[src/rtl/rlp_pkg.sv]
package rlp_pkg;

   // Default geometry of the result and of the fraction store.
   localparam int DEF_INT_BITS        = 32;
   localparam int DEF_FRAC_BITS       = 32;
   localparam int DEF_MAX_FRAC_DIGITS = 16;

   localparam int COUNT_W = 5;   // holds a fraction digit count of up to 16
   localparam int NUM_W   = 64;  // fraction numerator
   localparam int DEN_W   = 65;  // radix power, up to 2^64

   localparam logic [4:0] RADIX_NONE = 5'd0;
   localparam logic [4:0] RADIX_BIN  = 5'd2;
   localparam logic [4:0] RADIX_OCT  = 5'd8;
   localparam logic [4:0] RADIX_DEC  = 5'd10;
   localparam logic [4:0] RADIX_HEX  = 5'd16;

   localparam logic [2:0] ST_OK         = 3'd0;
   localparam logic [2:0] ST_BAD_BIN    = 3'd1;
   localparam logic [2:0] ST_BAD_HEX    = 3'd2;
   localparam logic [2:0] ST_BAD_OCT    = 3'd3;
   localparam logic [2:0] ST_BAD_DEC    = 3'd4;
   localparam logic [2:0] ST_BAD_PREFIX = 3'd5;
   localparam logic [2:0] ST_SATURATED  = 3'd6;

   localparam logic [7:0] CHAR_0     = 8'h30;
   localparam logic [7:0] CHAR_1     = 8'h31;
   localparam logic [7:0] CHAR_7     = 8'h37;
   localparam logic [7:0] CHAR_9     = 8'h39;
   localparam logic [7:0] CHAR_A     = 8'h41;
   localparam logic [7:0] CHAR_F     = 8'h46;
   localparam logic [7:0] CHAR_B_UP  = 8'h42;
   localparam logic [7:0] CHAR_B_LO  = 8'h62;
   localparam logic [7:0] CHAR_X_UP  = 8'h58;
   localparam logic [7:0] CHAR_X_LO  = 8'h78;
   localparam logic [7:0] CHAR_POINT = 8'h2E;
   localparam logic [7:0] HEX_LETTER_OFFSET = 8'd55;

   typedef struct packed {
      logic [7:0] character;
      logic       end_of_literal;
   } rlp_req_type;

   typedef struct packed {
      logic [63:0] value;
      logic [2:0]  status;
   } rlp_rsp_type;

   // What the scanner hands over when a literal closes.
   typedef struct packed {
      logic [4:0]         radix;
      logic [COUNT_W-1:0] frac_count;
      logic [2:0]         status;
   } rlp_summary_type;

   // Returns {valid, digit value} of a character in the given radix.
   function automatic logic [4:0] digit_of(input logic [7:0] c, input logic [4:0] radix);
      logic       ok;
      logic [7:0] d;
      ok = 1'b0;
      d  = c - CHAR_0;
      case (radix)
         RADIX_HEX: begin
            if (c inside {[CHAR_0:CHAR_9]}) begin
               ok = 1'b1;
            end else if (c inside {[CHAR_A:CHAR_F]}) begin
               ok = 1'b1;
               d  = c - HEX_LETTER_OFFSET;
            end
         end
         RADIX_DEC: ok = (c inside {[CHAR_0:CHAR_9]});
         RADIX_OCT: ok = (c inside {[CHAR_0:CHAR_7]});
         RADIX_BIN: ok = (c inside {[CHAR_0:CHAR_1]});
         default:   ok = 1'b0;
      endcase
      return {ok, d[3:0]};
   endfunction

   function automatic logic [2:0] bad_code(input logic [4:0] radix);
      logic [2:0] code;
      case (radix)
         RADIX_BIN: code = ST_BAD_BIN;
         RADIX_HEX: code = ST_BAD_HEX;
         RADIX_OCT: code = ST_BAD_OCT;
         default:   code = ST_BAD_DEC;
      endcase
      return code;
   endfunction

   function automatic logic [DEN_W-1:0] pow10(input logic [COUNT_W-1:0] n);
      logic [DEN_W-1:0] p;
      case (n)
         5'd0:    p = 65'd1;
         5'd1:    p = 65'd10;
         5'd2:    p = 65'd100;
         5'd3:    p = 65'd1000;
         5'd4:    p = 65'd10000;
         5'd5:    p = 65'd100000;
         5'd6:    p = 65'd1000000;
         5'd7:    p = 65'd10000000;
         5'd8:    p = 65'd100000000;
         5'd9:    p = 65'd1000000000;
         5'd10:   p = 65'd10000000000;
         5'd11:   p = 65'd100000000000;
         5'd12:   p = 65'd1000000000000;
         5'd13:   p = 65'd10000000000000;
         5'd14:   p = 65'd100000000000000;
         5'd15:   p = 65'd1000000000000000;
         5'd16:   p = 65'd10000000000000000;
         default: p = 65'd1;
      endcase
      return p;
   endfunction

   // Denominator of the fraction: radix raised to the number of kept digits.
   function automatic logic [DEN_W-1:0] frac_den(input logic [4:0] radix,
                                                 input logic [COUNT_W-1:0] n);
      logic [6:0]       sh;
      logic [DEN_W-1:0] p;
      case (radix)
         RADIX_BIN: sh = {2'b00, n};
         RADIX_OCT: sh = ({2'b00, n} << 1) + {2'b00, n};
         default:   sh = {n, 2'b00};
      endcase
      if (radix == RADIX_DEC) begin
         p = pow10(n);
      end else begin
         p = DEN_W'(1) << sh;
      end
      return p;
   endfunction

endpackage

[src/rtl/rlp_scan.sv]
module rlp_scan #(
   parameter int INT_BITS        = rlp_pkg::DEF_INT_BITS,
   parameter int MAX_FRAC_DIGITS = rlp_pkg::DEF_MAX_FRAC_DIGITS
) (
   input  logic                            clock,
   input  logic                            reset,
   input  logic                            take_char,
   input  logic                            take_end,
   input  logic [7:0]                      character,
   output rlp_pkg::rlp_summary_type        summary,
   output logic [INT_BITS-1:0]             acc,
   output logic [rlp_pkg::NUM_W-1:0]       num
);

   localparam int AW = INT_BITS + 5;

   typedef enum logic [2:0] {
      PH_START,
      PH_ZERO,
      PH_INT,
      PH_FRAC,
      PH_ERR
   } phase_type;

   phase_type                       phase_ff, phase_in;
   logic [4:0]                      radix_ff, radix_in;
   logic [INT_BITS-1:0]             acc_ff, acc_in;
   logic [rlp_pkg::NUM_W-1:0]       num_ff, num_in;
   logic [rlp_pkg::COUNT_W-1:0]     count_ff, count_in;
   logic [2:0]                      status_ff, status_in;

   logic                            body_en;
   logic                            in_frac;
   logic [4:0]                      dig;
   logic [AW-1:0]                   acc_ext;
   logic [AW-1:0]                   acc_scaled;
   logic [AW-1:0]                   acc_sum;
   logic [rlp_pkg::NUM_W-1:0]       num_scaled;
   logic [rlp_pkg::NUM_W-1:0]       num_sum;

   assign dig     = rlp_pkg::digit_of(character, radix_ff);
   assign in_frac = (phase_ff == PH_FRAC);
   assign acc_ext = AW'(acc_ff);

   // Multiplication by the radix is a shift, or two shifts and an add for decimal.
   always_comb begin
      case (radix_ff)
         rlp_pkg::RADIX_BIN: begin
            acc_scaled = acc_ext << 1;
            num_scaled = num_ff << 1;
         end
         rlp_pkg::RADIX_OCT: begin
            acc_scaled = acc_ext << 3;
            num_scaled = num_ff << 3;
         end
         rlp_pkg::RADIX_HEX: begin
            acc_scaled = acc_ext << 4;
            num_scaled = num_ff << 4;
         end
         default: begin
            acc_scaled = (acc_ext << 3) + (acc_ext << 1);
            num_scaled = (num_ff << 3) + (num_ff << 1);
         end
      endcase
   end

   assign acc_sum = acc_scaled + AW'(dig[3:0]);
   assign num_sum = num_scaled + rlp_pkg::NUM_W'(dig[3:0]);

   always_comb begin
      phase_in  = phase_ff;
      radix_in  = radix_ff;
      acc_in    = acc_ff;
      num_in    = num_ff;
      count_in  = count_ff;
      status_in = status_ff;
      body_en   = 1'b0;
      if (take_end) begin
         phase_in  = PH_START;
         radix_in  = rlp_pkg::RADIX_NONE;
         acc_in    = '0;
         num_in    = '0;
         count_in  = '0;
         status_in = rlp_pkg::ST_OK;
      end else if (take_char) begin
         case (phase_ff)
            PH_START: begin
               if (character == rlp_pkg::CHAR_0) begin
                  phase_in = PH_ZERO;
                  radix_in = rlp_pkg::RADIX_OCT;
               end else if (character inside {[rlp_pkg::CHAR_1:rlp_pkg::CHAR_9]}) begin
                  phase_in = PH_INT;
                  radix_in = rlp_pkg::RADIX_DEC;
                  acc_in   = INT_BITS'(character[3:0]);
               end else begin
                  phase_in  = PH_ERR;
                  status_in = rlp_pkg::ST_BAD_PREFIX;
               end
            end
            PH_ZERO: begin
               phase_in = PH_INT;
               if (character == rlp_pkg::CHAR_B_LO || character == rlp_pkg::CHAR_B_UP) begin
                  radix_in = rlp_pkg::RADIX_BIN;
               end else if (character == rlp_pkg::CHAR_X_LO ||
                            character == rlp_pkg::CHAR_X_UP) begin
                  radix_in = rlp_pkg::RADIX_HEX;
               end else begin
                  body_en = 1'b1;
               end
            end
            PH_INT, PH_FRAC: body_en = 1'b1;
            default: ;
         endcase

         if (body_en) begin
            if (character == rlp_pkg::CHAR_POINT) begin
               if (in_frac) begin
                  phase_in  = PH_ERR;
                  status_in = rlp_pkg::bad_code(radix_ff);
               end else begin
                  phase_in = PH_FRAC;
               end
            end else if (!dig[4]) begin
               phase_in  = PH_ERR;
               status_in = rlp_pkg::bad_code(radix_ff);
            end else if (!in_frac) begin
               // Once saturated, the integer holds its largest value.
               if (status_ff != rlp_pkg::ST_SATURATED) begin
                  if (|acc_sum[AW-1:INT_BITS]) begin
                     acc_in    = '1;
                     status_in = rlp_pkg::ST_SATURATED;
                  end else begin
                     acc_in = acc_sum[INT_BITS-1:0];
                  end
               end
            end else if (count_ff < rlp_pkg::COUNT_W'(MAX_FRAC_DIGITS)) begin
               num_in   = num_sum;
               count_in = count_ff + 1'b1;
            end
         end
      end
   end

   always_ff @(posedge clock) begin
      if (reset) begin
         phase_ff  <= PH_START;
         radix_ff  <= rlp_pkg::RADIX_NONE;
         acc_ff    <= '0;
         num_ff    <= '0;
         count_ff  <= '0;
         status_ff <= rlp_pkg::ST_OK;
      end else begin
         phase_ff  <= phase_in;
         radix_ff  <= radix_in;
         acc_ff    <= acc_in;
         num_ff    <= num_in;
         count_ff  <= count_in;
         status_ff <= status_in;
      end
   end

   // Outside the error phase the pending status is either ok or saturated; in the start phase bad prefix is reported.
   always_comb begin
      summary.radix      = radix_ff;
      summary.frac_count = count_ff;
      case (phase_ff)
         PH_START: summary.status = rlp_pkg::ST_BAD_PREFIX;
         default:  summary.status = status_ff;
      endcase
   end

   assign acc = acc_ff;
   assign num = num_ff;

endmodule

[src/rtl/rlp_frac_div.sv]
module rlp_frac_div #(
   parameter int FRAC_BITS = rlp_pkg::DEF_FRAC_BITS
) (
   input  logic                              clock,
   input  logic                              reset,
   input  logic                              start,
   input  logic [rlp_pkg::NUM_W-1:0]         num,
   input  logic [4:0]                        radix,
   input  logic [rlp_pkg::COUNT_W-1:0]       frac_count,
   output logic                              done,
   output logic [FRAC_BITS-1:0]              quotient
);

   localparam int CW = $clog2(FRAC_BITS);

   logic                          busy_ff, busy_in;
   logic [CW-1:0]                 cnt_ff, cnt_in;
   logic [rlp_pkg::DEN_W-1:0]     rem_ff, rem_in;
   logic [rlp_pkg::DEN_W-1:0]     den_ff, den_in;
   logic [FRAC_BITS-1:0]          quo_ff, quo_in;

   logic [rlp_pkg::DEN_W-1:0]     rem_sh;
   logic                          fits;

   // Restoring division, one quotient bit per cycle. The numerator is always
   // below the denominator, so the remainder shifted left never overflows.
   assign rem_sh = {rem_ff[rlp_pkg::DEN_W-2:0], 1'b0};
   assign fits   = (rem_sh >= den_ff);
   assign done   = busy_ff && (cnt_ff == '0);

   always_comb begin
      busy_in = busy_ff;
      cnt_in  = cnt_ff;
      rem_in  = rem_ff;
      den_in  = den_ff;
      quo_in  = quo_ff;
      if (start) begin
         busy_in = 1'b1;
         cnt_in  = CW'(FRAC_BITS - 1);
         rem_in  = rlp_pkg::DEN_W'(num);
         den_in  = rlp_pkg::frac_den(radix, frac_count);
      end else if (busy_ff) begin
         rem_in = fits ? (rem_sh - den_ff) : rem_sh;
         quo_in = {quo_ff[FRAC_BITS-2:0], fits};
         cnt_in = cnt_ff - 1'b1;
         if (cnt_ff == '0) begin
            busy_in = 1'b0;
         end
      end
   end

   always_ff @(posedge clock) begin
      if (reset) begin
         busy_ff <= 1'b0;
         cnt_ff  <= '0;
      end else begin
         busy_ff <= busy_in;
         cnt_ff  <= cnt_in;
      end
      rem_ff <= rem_in;
      den_ff <= den_in;
      quo_ff <= quo_in;
   end

   assign quotient = quo_ff;

endmodule

[src/rtl/radix_literal_parser.sv]
// Characters are taken one per cycle while idle, with no result; an end transfer starts
// the fraction divider, which makes one quotient bit per cycle.
// The result is registered from the drain state once the divider is done, and the next input
// is taken when the parser is back in idle, later while the output register stays full.
// Synchronous active-high reset returns the scanner to the start of a literal,
// stops the divider and empties the output register.
module radix_literal_parser #(
   parameter int INT_BITS        = rlp_pkg::DEF_INT_BITS,
   parameter int FRAC_BITS       = rlp_pkg::DEF_FRAC_BITS,
   parameter int MAX_FRAC_DIGITS = rlp_pkg::DEF_MAX_FRAC_DIGITS
) (
   input  logic                  clock,
   input  logic                  reset,
   input  logic                  req_valid,
   output logic                  req_ready,
   input  rlp_pkg::rlp_req_type  req_payload,
   output logic                  rsp_valid,
   input  logic                  rsp_ready,
   output rlp_pkg::rlp_rsp_type  rsp_payload
);

   localparam int VW = INT_BITS + FRAC_BITS;

   typedef enum logic [1:0] {
      S_IDLE,
      S_CALC,
      S_DRAIN
   } state_type;

   state_type                     state_ff, state_in;
   logic                          rsp_valid_ff, rsp_valid_in;
   rlp_pkg::rlp_rsp_type          rsp_payload_ff, rsp_payload_in;
   logic [INT_BITS-1:0]           ctx_acc_ff, ctx_acc_in;
   logic [2:0]                    ctx_status_ff, ctx_status_in;

   logic                          take;
   logic                          take_char;
   logic                          take_end;
   rlp_pkg::rlp_summary_type      summary;
   logic [INT_BITS-1:0]           acc;
   logic [rlp_pkg::NUM_W-1:0]     num;
   logic                          div_done;
   logic [FRAC_BITS-1:0]          quotient;
   logic                          out_free;

   assign req_ready = (state_ff == S_IDLE);
   assign take      = req_valid && req_ready;
   assign take_char = take && !req_payload.end_of_literal;
   assign take_end  = take && req_payload.end_of_literal;
   assign out_free  = !rsp_valid_ff || rsp_ready;

   rlp_scan #(
      .INT_BITS        (INT_BITS),
      .MAX_FRAC_DIGITS (MAX_FRAC_DIGITS)
   ) u_scan (
      .clock     (clock),
      .reset     (reset),
      .take_char (take_char),
      .take_end  (take_end),
      .character (req_payload.character),
      .summary   (summary),
      .acc       (acc),
      .num       (num)
   );

   rlp_frac_div #(
      .FRAC_BITS (FRAC_BITS)
   ) u_frac_div (
      .clock      (clock),
      .reset      (reset),
      .start      (take_end),
      .num        (num),
      .radix      (summary.radix),
      .frac_count (summary.frac_count),
      .done       (div_done),
      .quotient   (quotient)
   );

   always_comb begin
      state_in       = state_ff;
      rsp_valid_in   = rsp_valid_ff && !rsp_ready;
      rsp_payload_in = rsp_payload_ff;
      ctx_acc_in     = ctx_acc_ff;
      ctx_status_in  = ctx_status_ff;
      case (state_ff)
         S_IDLE: begin
            if (take_end) begin
               ctx_acc_in    = acc;
               ctx_status_in = summary.status;
               state_in      = S_CALC;
            end
         end
         S_CALC: begin
            if (div_done) begin
               state_in = S_DRAIN;
            end
         end
         S_DRAIN: begin
            if (out_free) begin
               rsp_valid_in          = 1'b1;
               rsp_payload_in.status = ctx_status_ff;
               case (ctx_status_ff)
                  rlp_pkg::ST_OK:
                     rsp_payload_in.value = 64'({ctx_acc_ff, quotient});
                  rlp_pkg::ST_SATURATED:
                     rsp_payload_in.value = 64'({VW{1'b1}});
                  default:
                     rsp_payload_in.value = '0;
               endcase
               state_in = S_IDLE;
            end
         end
         default: state_in = S_IDLE;
      endcase
   end

   always_ff @(posedge clock) begin
      if (reset) begin
         state_ff     <= S_IDLE;
         rsp_valid_ff <= 1'b0;
      end else begin
         state_ff     <= state_in;
         rsp_valid_ff <= rsp_valid_in;
      end
      rsp_payload_ff <= rsp_payload_in;
      ctx_acc_ff     <= ctx_acc_in;
      ctx_status_ff  <= ctx_status_in;
   end

   assign rsp_valid   = rsp_valid_ff;
   assign rsp_payload = rsp_payload_ff;

   // An end transfer always starts a fraction computation.
   a_end_starts_calc : assert property (@(posedge clock) disable iff (reset)
      take_end |=> (state_ff == S_CALC))
      else $error("end transfer did not start the divider");

   // A new result only appears out of the drain state.
   a_result_from_drain : assert property (@(posedge clock) disable iff (reset)
      $rose(rsp_valid) |-> ($past(state_ff) == S_DRAIN))
      else $error("result appeared outside the drain state");

   // Error results carry a zero value.
   a_error_value_zero : assert property (@(posedge clock) disable iff (reset)
      (rsp_valid && rsp_payload.status != rlp_pkg::ST_OK &&
       rsp_payload.status != rlp_pkg::ST_SATURATED) |-> (rsp_payload.value == '0))
      else $error("error result with nonzero value");

   // A saturated result has every fraction bit set.
   a_saturated_fraction : assert property (@(posedge clock) disable iff (reset)
      (rsp_valid && rsp_payload.status == rlp_pkg::ST_SATURATED) |->
         (&rsp_payload.value[FRAC_BITS-1:0]))
      else $error("saturated result with fraction bits clear");

endmodule

[config.mk]
export PLATFORM = sky130hd
export DESIGN_NAME = radix_literal_parser
export DESIGN_NICKNAME = d
export VERILOG_FILES = /design/src/rtl/rlp_pkg.sv /design/src/rtl/rlp_scan.sv /design/src/rtl/rlp_frac_div.sv /design/src/rtl/radix_literal_parser.sv
export SDC_FILE = /design/constraint.sdc
export NUM_CORES = 1
export LEC_CHECK = 0
export BUFFER_PORTS_ARGS = -buffer_cell sky130_fd_sc_hd__buf_4
export CAP_MARGIN = 20
export CORE_MARGIN = 4
export CORE_UTILIZATION = 45
export DETAILED_ROUTE_END_ITERATION = 10
export GPL_TIMING_DRIVEN = 0
export SLEW_MARGIN = 20
export SYNTH_ARGS = -nofsm -noshare
export SYNTH_HDL_FRONTEND = slang
export SYNTH_HIERARCHICAL = 1
export SYNTH_SLANG_ARGS = --single-unit
[constraint.sdc]
create_clock -name clock -period 8.45 [get_ports clock]
set_input_delay 0.4225 -clock clock [delete_from_list [all_inputs] [get_ports clock]]
set_output_delay 0.4225 -clock clock [all_outputs]
set_load 0.02 [all_outputs]
# Word level (Yosys, flattened, before mapping)
# Memories as Yosys holds them, arrays and structs flattened. A register that Yosys moved wholly into a read port is not among the register bits.
# Index checks and enable logic that the tools add are counted.
op_classes:
  add_sub_neg: 10
  n_mul: 0
  n_div: 0
  magnitude_cmp: 9
  eq_ne: 22
  shifts: 1
  n_mux: 65
  bitwise: 2
  reduce_logical: 31
op_table:
  columns: ["cell", "count"]
  rows:
  - ["32-bit 2-to-1 mux", 9]
  - ["64-bit 2-to-1 mux", 3]
  - ["64-bit case mux with 3 select lines", 1]
  - ["64-bit case mux with 2 select lines", 1]
  - ["37-bit case mux with 3 select lines", 1]
  - ["65-bit >= comparator", 1]
  - ["65-bit 2-to-1 mux", 1]
  - ["1-bit by 7-bit << shifter with 65-bit output, first input constant", 1]
  - ["64-bit by 4-bit adder with 64-bit output", 1]
  - ["64-bit adder", 1]
  - ["64-bit subtractor", 1]
  - ["3-bit 2-to-1 mux", 16]
  - ["5-bit 2-to-1 mux", 8]
  - ["37-bit by 4-bit adder with 37-bit output", 1]
  - ["35-bit by 33-bit adder with 36-bit output", 1]
  - ["8-bit by 7-bit equality test with 1-bit output, second input constant", 4]
  - ["8-bit by 6-bit <= comparator with 1-bit output, second input constant", 3]
  - ["8-bit by 6-bit equality test with 1-bit output, second input constant", 2]
  - ["8-bit by 6-bit >= comparator with 1-bit output, second input constant", 2]
  - ["7-bit case mux with 2 select lines", 1]
  - ["4-bit 2-to-1 mux", 3]
  - ["1-bit 2-to-1 mux", 11]
  - ["5-bit by 4-bit equality test with 1-bit output, second input constant", 2]
  - ["1-bit logical AND", 10]
  - ["40 further kinds", 55]
word_totals:
  reg_bits: 384
  latchBits: 0
  mem_bits_rw: 0
  romBits: 1600
  inputBits: 13
  output_inout_bits: 69
  elab_cells: 158
  n_memories: 1
memory_table:
  columns: ["name", "depth", "word_bits", "read_ports", "rd_ports_with_merged_regs", "write_ports", "line", "text"]
  rows:
  - ["(no name shown)", 32, 50, 1, 1, 0, "rlp_pkg.sv:92", "case (n)"]

# Depth between registers and ports, before layout
depth:
  ltp_word: 13
  ltp_mapped: 25
  depth_no_buf: 22

# Hierarchy
# The synthesis kept the hierarchy.
modules_own_cells:
  columns: ["mod", "instances", "cells_per_inst", "area_per_inst_um2", "seq_area_each_um2"]
  rows:
  - ["rlp_scan", 1, 2319, 16071.7, 2202.1]
  - ["rlp_frac_div", 1, 1326, 12127.9, 4954.8]
  - ["radix_literal_parser", 1, 275, 4458.0, 3123.0]

# Worst setup path after synthesis
# No wires, ideal clock.
synth_path:
  path_type: "register to register"
  from: "register u_scan.radix_ff[4]"
  to: "register u_scan.acc_ff[10], in the netlist u_scan/acc[10]"
  setup_ns: 0.122
  arrival_ns: 4.991
  slack_ns: 3.337
  stages_incl_launch_ff: 23
  path_cell_list: "dfxtp_1 buf_4 buf_2 clkbuf_1 buf_2 buf_2 clkbuf_1 clkbuf_1 clkbuf_1 o211ai_1 a21oi_1 ha_1 a21oi_1 a21oi_2 nand4_1 nor4_4 nand4b_2 nor4_4 nand4_2 a21boi_2 buf_4 a31oi_1 a221o_1"
synth_via:
  elab_chain_len: 10
  elab_cells_between_ends: 15
  classes_between: "1 x add/sub; 4 x eq/ne; 9 x mux; 1 x reduce/logical"
synth_lines:
  columns: ["item", "line", "text"]
  rows:
  - ["start, declared", "rlp_scan.sv:26", "logic [4:0] radix_ff, radix_in;"]
  - ["start signal, assigned", "rlp_scan.sv:147", "radix_ff <= rlp_pkg::RADIX_NONE;"]
  - ["start signal, assigned", "rlp_scan.sv:154", "radix_ff <= radix_in;"]
  - ["5-bit equality test (tied with other cells)", "rlp_pkg.sv:62, rlp_scan.sv:47", null]
  - ["37-bit case mux with 3 select lines or 4-bit 2-to-1 mux (tied branches)", "rlp_scan.sv:47, rlp_pkg.sv:62", null]
  - ["37-bit by 4-bit adder with 37-bit output", "rlp_scan.sv:67", "assign acc_sum = acc_scaled + AW'(dig[3:0]);"]
  - ["5-bit OR reduction", "rlp_scan.sv:129", "if (|acc_sum[AW-1:INT_BITS]) begin"]
  - ["32-bit 2-to-1 mux", "rlp_scan.sv:129", null]
  - ["32-bit 2-to-1 mux", "rlp_scan.sv:128", "if (status_ff != rlp_pkg::ST_SATURATED) begin"]
  - ["32-bit 2-to-1 mux", "rlp_scan.sv:126", "end else if (!in_frac) begin"]
  - ["32-bit 2-to-1 mux (*)", "rlp_scan.sv:123", "end else if (!dig[4]) begin"]
  - ["32-bit 2-to-1 mux (*)", "rlp_scan.sv:116", "if (character == rlp_pkg::CHAR_POINT) begin"]
  - ["32-bit 2-to-1 mux (*)", "rlp_scan.sv:115", "if (body_en) begin"]
  - ["end signal, assigned", "rlp_scan.sv:155", "acc_ff <= acc_in;"]
  - ["end, declared", "rlp_scan.sv:27", "logic [INT_BITS-1:0] acc_ff, acc_in;"]
# Every way passes the cells marked *; elsewhere a longest branch is shown, timed or not.
# A chain may end at the register's enable or synchronous reset.

# Final worst setup path
layout_path:
  from: "register u_scan.radix_ff[4]"
  to: "register u_scan.num_ff (netlist bit u_scan/num[54])"
layout_via:
  elab_chain_len: 3
  elab_cells_between_ends: 9
  classes_between: "1 x add/sub; 4 x eq/ne; 3 x mux; 1 x reduce/logical"
layout_lines:
  columns: ["item", "line", "text"]
  rows:
  - ["5-bit equality test (tied with other cells)", "rlp_pkg.sv:62, rlp_scan.sv:47", null]
  - ["64-bit case mux with 3 select lines (tied with other cells)", "rlp_scan.sv:47", "case (radix_ff)"]
  - ["64-bit by 4-bit adder with 64-bit output or 6-bit AND reduction (tied branches)", null, null]
  - ["end signal, assigned", "rlp_scan.sv:156", "num_ff <= num_in;"]
  - ["end, declared", "rlp_scan.sv:28", "logic [rlp_pkg::NUM_W-1:0] num_ff, num_in;"]
# Parallel ways exist; a longest one is shown, timed or not.

==> out/results.ini <==
[routing]
drtIter0Drc = 3558
totalWireLength_mm = 126
dr_wl_met2_mm = 52.1
wl_met3_mm = 14.2
via_count = 32300
vias_per_cell = 6.41
drt_pass1_iterations = 6
met1Wirelength_mm = 56.2
highest_layer = met4
routedWlPerCell_um = 25.1
ant_nets = 0
drc_errors = 0

[logic_synthesis]
ys_async_sr_fraction_pct = 0
synth_top_family_by_area = compound AO/OA/AOI/OAI gates
synth-seq-area-share_pct = 31.5
synth_xor_area_share_pct = 4.42
yosysWarnings = 6
synthTopCellsByArea = edfxtp_1 (24%), dfxtp_1 (7.3%), ha_1 (6.9%)
synth_mux_area_share_pct = 1.56
synth_top_area_cell = edfxtp_1
ys.flop_type = edfxtp_1
yosys.area_share.simple_pct = 21.8
synth_top_area_share_pct = 24.2
synth_edf_count = 263
syn_area_per_cell_um2 = 8.33
syn_inst = 3920
yosysUniqueCellTypes = 122
syn-cell-area_mm2 = 0.0327
synth_fa_ha_area_share_pct = 7.26
ys_ff_latch = 382
synth-compound-area-share_pct = 28.0

[critical_path]
setup.worst_path.start_class = flop
worstPathArrival_ns = 8.53
crit_fanout = 10
endpoint_kind = flop
crit_type = flop to flop
reg2reg_depth = 21
cp.required_ns = 8.93

[power_and_ir_drop]
ir_worst_vdd_uv = 146
p_leak_nw = 13.5
clock_power_share_pct = 38.1
combPwrFrac_pct = 21.4
seq_power_share_pct = 40.6
p_int_mw = 3.70
sw_frac_of_total_pct = 30.6
power_density_mw_per_mm2 = 147
switching_power_mw = 1.63

[floorplan]
dieArea_mm2 = 0.0769
die_h_um = 277
rows = 98
die_x_um = 277
start_util_pct = 45.5
ioPinCount = 82
core_mm2 = 0.0717

[sta]
fin_crit_sh_pct = 95.2
setup-tns-final_ns = 0
fin_ws_ns = 0.408
drv_slew = 0
fin_worst_skew_ns = 0.0182
hold_viol = 0
period_needed_ns = 8.04
fmax_mhz = 124
slew_headroom_pct = 19.8
tightest_slew_ns = 1.20
rsz0062_at_grt = no
setup_viol = 0

[clocking]
path_clk_slew_ns = 0.06
htreeDepth = 2
post_cts_resized = 0
cts_hold_repair.buffers = 0
cts_root_buf = clkbuf_16
clock-sinks = 382
cts_made_buffers = 45
clockBufferDepth = 3
cts_tree = yes
postCtsSetupRepairBufs = 0
clk_latency_ns = 0.59

[global_route]
grt_first_pass_wirelength_mm = 185
antenna_found_initial = 3
grt_max_degree = 55
grt_overflow = 0
grt.total_usage_pct = 31.2
grt_pass1_vias = 29300

[worst_hold_path]
hp-class = input port to flop
whs_path_depth = 3

[finish]
drive_gt1_share_pct = 10.8
nNetsFinal = 4257
final_cell_mix = nand2_1 (406), a21oi_1 (369), nor2_1 (300)
fin_util_pct = 50.5
antenna_cells = 0
fin_cells = 5043
final_common_cell = nand2_1
area_growth_pct = 10.9

[run]
maxCapViolations = 0

[place]
dpl_worst_slack_ns = 0.185
portBuffers = 81
gp_congestion = 1.02
dp.cells = 4961
dpl.hpwl_mm = 99.4

[outcome]
status = finished clean

-- critical path: stages (launching register included) --
cell,delay (ns)
dfxtp_1,0.50
buf_4,0.30
buf_2,0.36
clkbuf_1,0.60
buf_2,0.51
buf_2,0.41
clkbuf_1,0.40
clkbuf_2,0.38
clkbuf_2,0.47
o211ai_1,0.16
a21oi_1,0.17
ha_1,0.19
a21oi_1,0.10
a21oi_1,0.36
nand3_1,0.26
nor4_2,0.56
and4b_1,0.40
nand4_1,0.30
nor3_1,0.49
nand4_1,0.31
or3_1,0.38
a311oi_1,0.29
-- registers in the layout (all words and copies together), names as in the netlist --
name / count
u_scan/status_ff: 3
u_scan/radix_ff: 3
rsp_valid: 1
u_frac_div/busy_ff: 1
u_frac_div/den_ff: 65
u_scan/acc: 32
u_frac_div/quotient: 32
u_scan/phase_ff: 3
u_scan/num: 64
state_ff: 2
u_scan/count_ff: 5
u_frac_div/cnt_ff: 5
u_frac_div/rem_ff: 64
rsp_payload: 67
ctx_status_ff: 3
ctx_acc_ff: 32
-- through the flow --
step                      hold WS, ns  total power, mW  instance area (µm²)
final                           0.144             5.33                36200
after global routing            0.153             5.54                36200
after floorplan                 0.416             2.96                32700
after global placement          0.422             3.30                34500
after detailed placement        0.428             3.31                34700
after CTS                       0.120             5.34                36200
-- path summary, 6_finish.rpt --
kind                            from                       to  slack [ns]
max               u_scan/radix_ff[4]           u_scan/num[54]        0.41
min                        rsp_ready              state_ff[1]        0.14
max reg2reg       u_scan/radix_ff[4]           u_scan/num[54]        0.41
min reg2reg  u_frac_div/quotient[25]  u_frac_div/quotient[26]        0.44
-- Yosys cell counts, types with 86 or more instances --
master / n
nor3_1: 86
edfxtp_1: 263
nor2_1: 301
nand2_1: 407
clkbuf_1: 131
inv_1: 143
a21oi_1: 369
dfxtp_1: 119
o21ai_0: 253
xnor2_1: 94
ha_1: 180
nand3_1: 105
-- routing by layer --
layer,vias up,GRT usage (%)
li1,15100,-
met1,15400,45.3
met2,1594,45.2
met3,233,8.50
met4,0,9.01
met5,-,0
-- cell type report --
cell class                 instances  area (µm²)
buffer                           248        1230
inverter                         143         537
timing repair buffer              90         781
clock inverter                    24         268
tap                              950        1190
fill                            7092       35500
multi-input combinational       3148       20700
clock buffer                      58        1270
sequential                       382       10300
-- power by group through the flow --
stage / combinational, mW / clock [mW] / sequential [mW]
after floorplan: 0.788 / 0 / 2.18
after global placement: 1.09 / 0 / 2.21
after detailed placement: 1.11 / 0 / 2.20
after CTS: 1.11 / 2.06 / 2.16
after global routing: 1.23 / 2.14 / 2.17
final: 1.14 / 2.03 / 2.16
-- cells by family after synthesis --
logic type / after synthesis
simple gates: 1375
other cells: 1
buf+inv: 391
fa+ha+maj: 186
flops: 382
xor+xnor: 164
mux: 48
compound gates: 1373
Note: power is estimated with default switching activity, not from simulation.
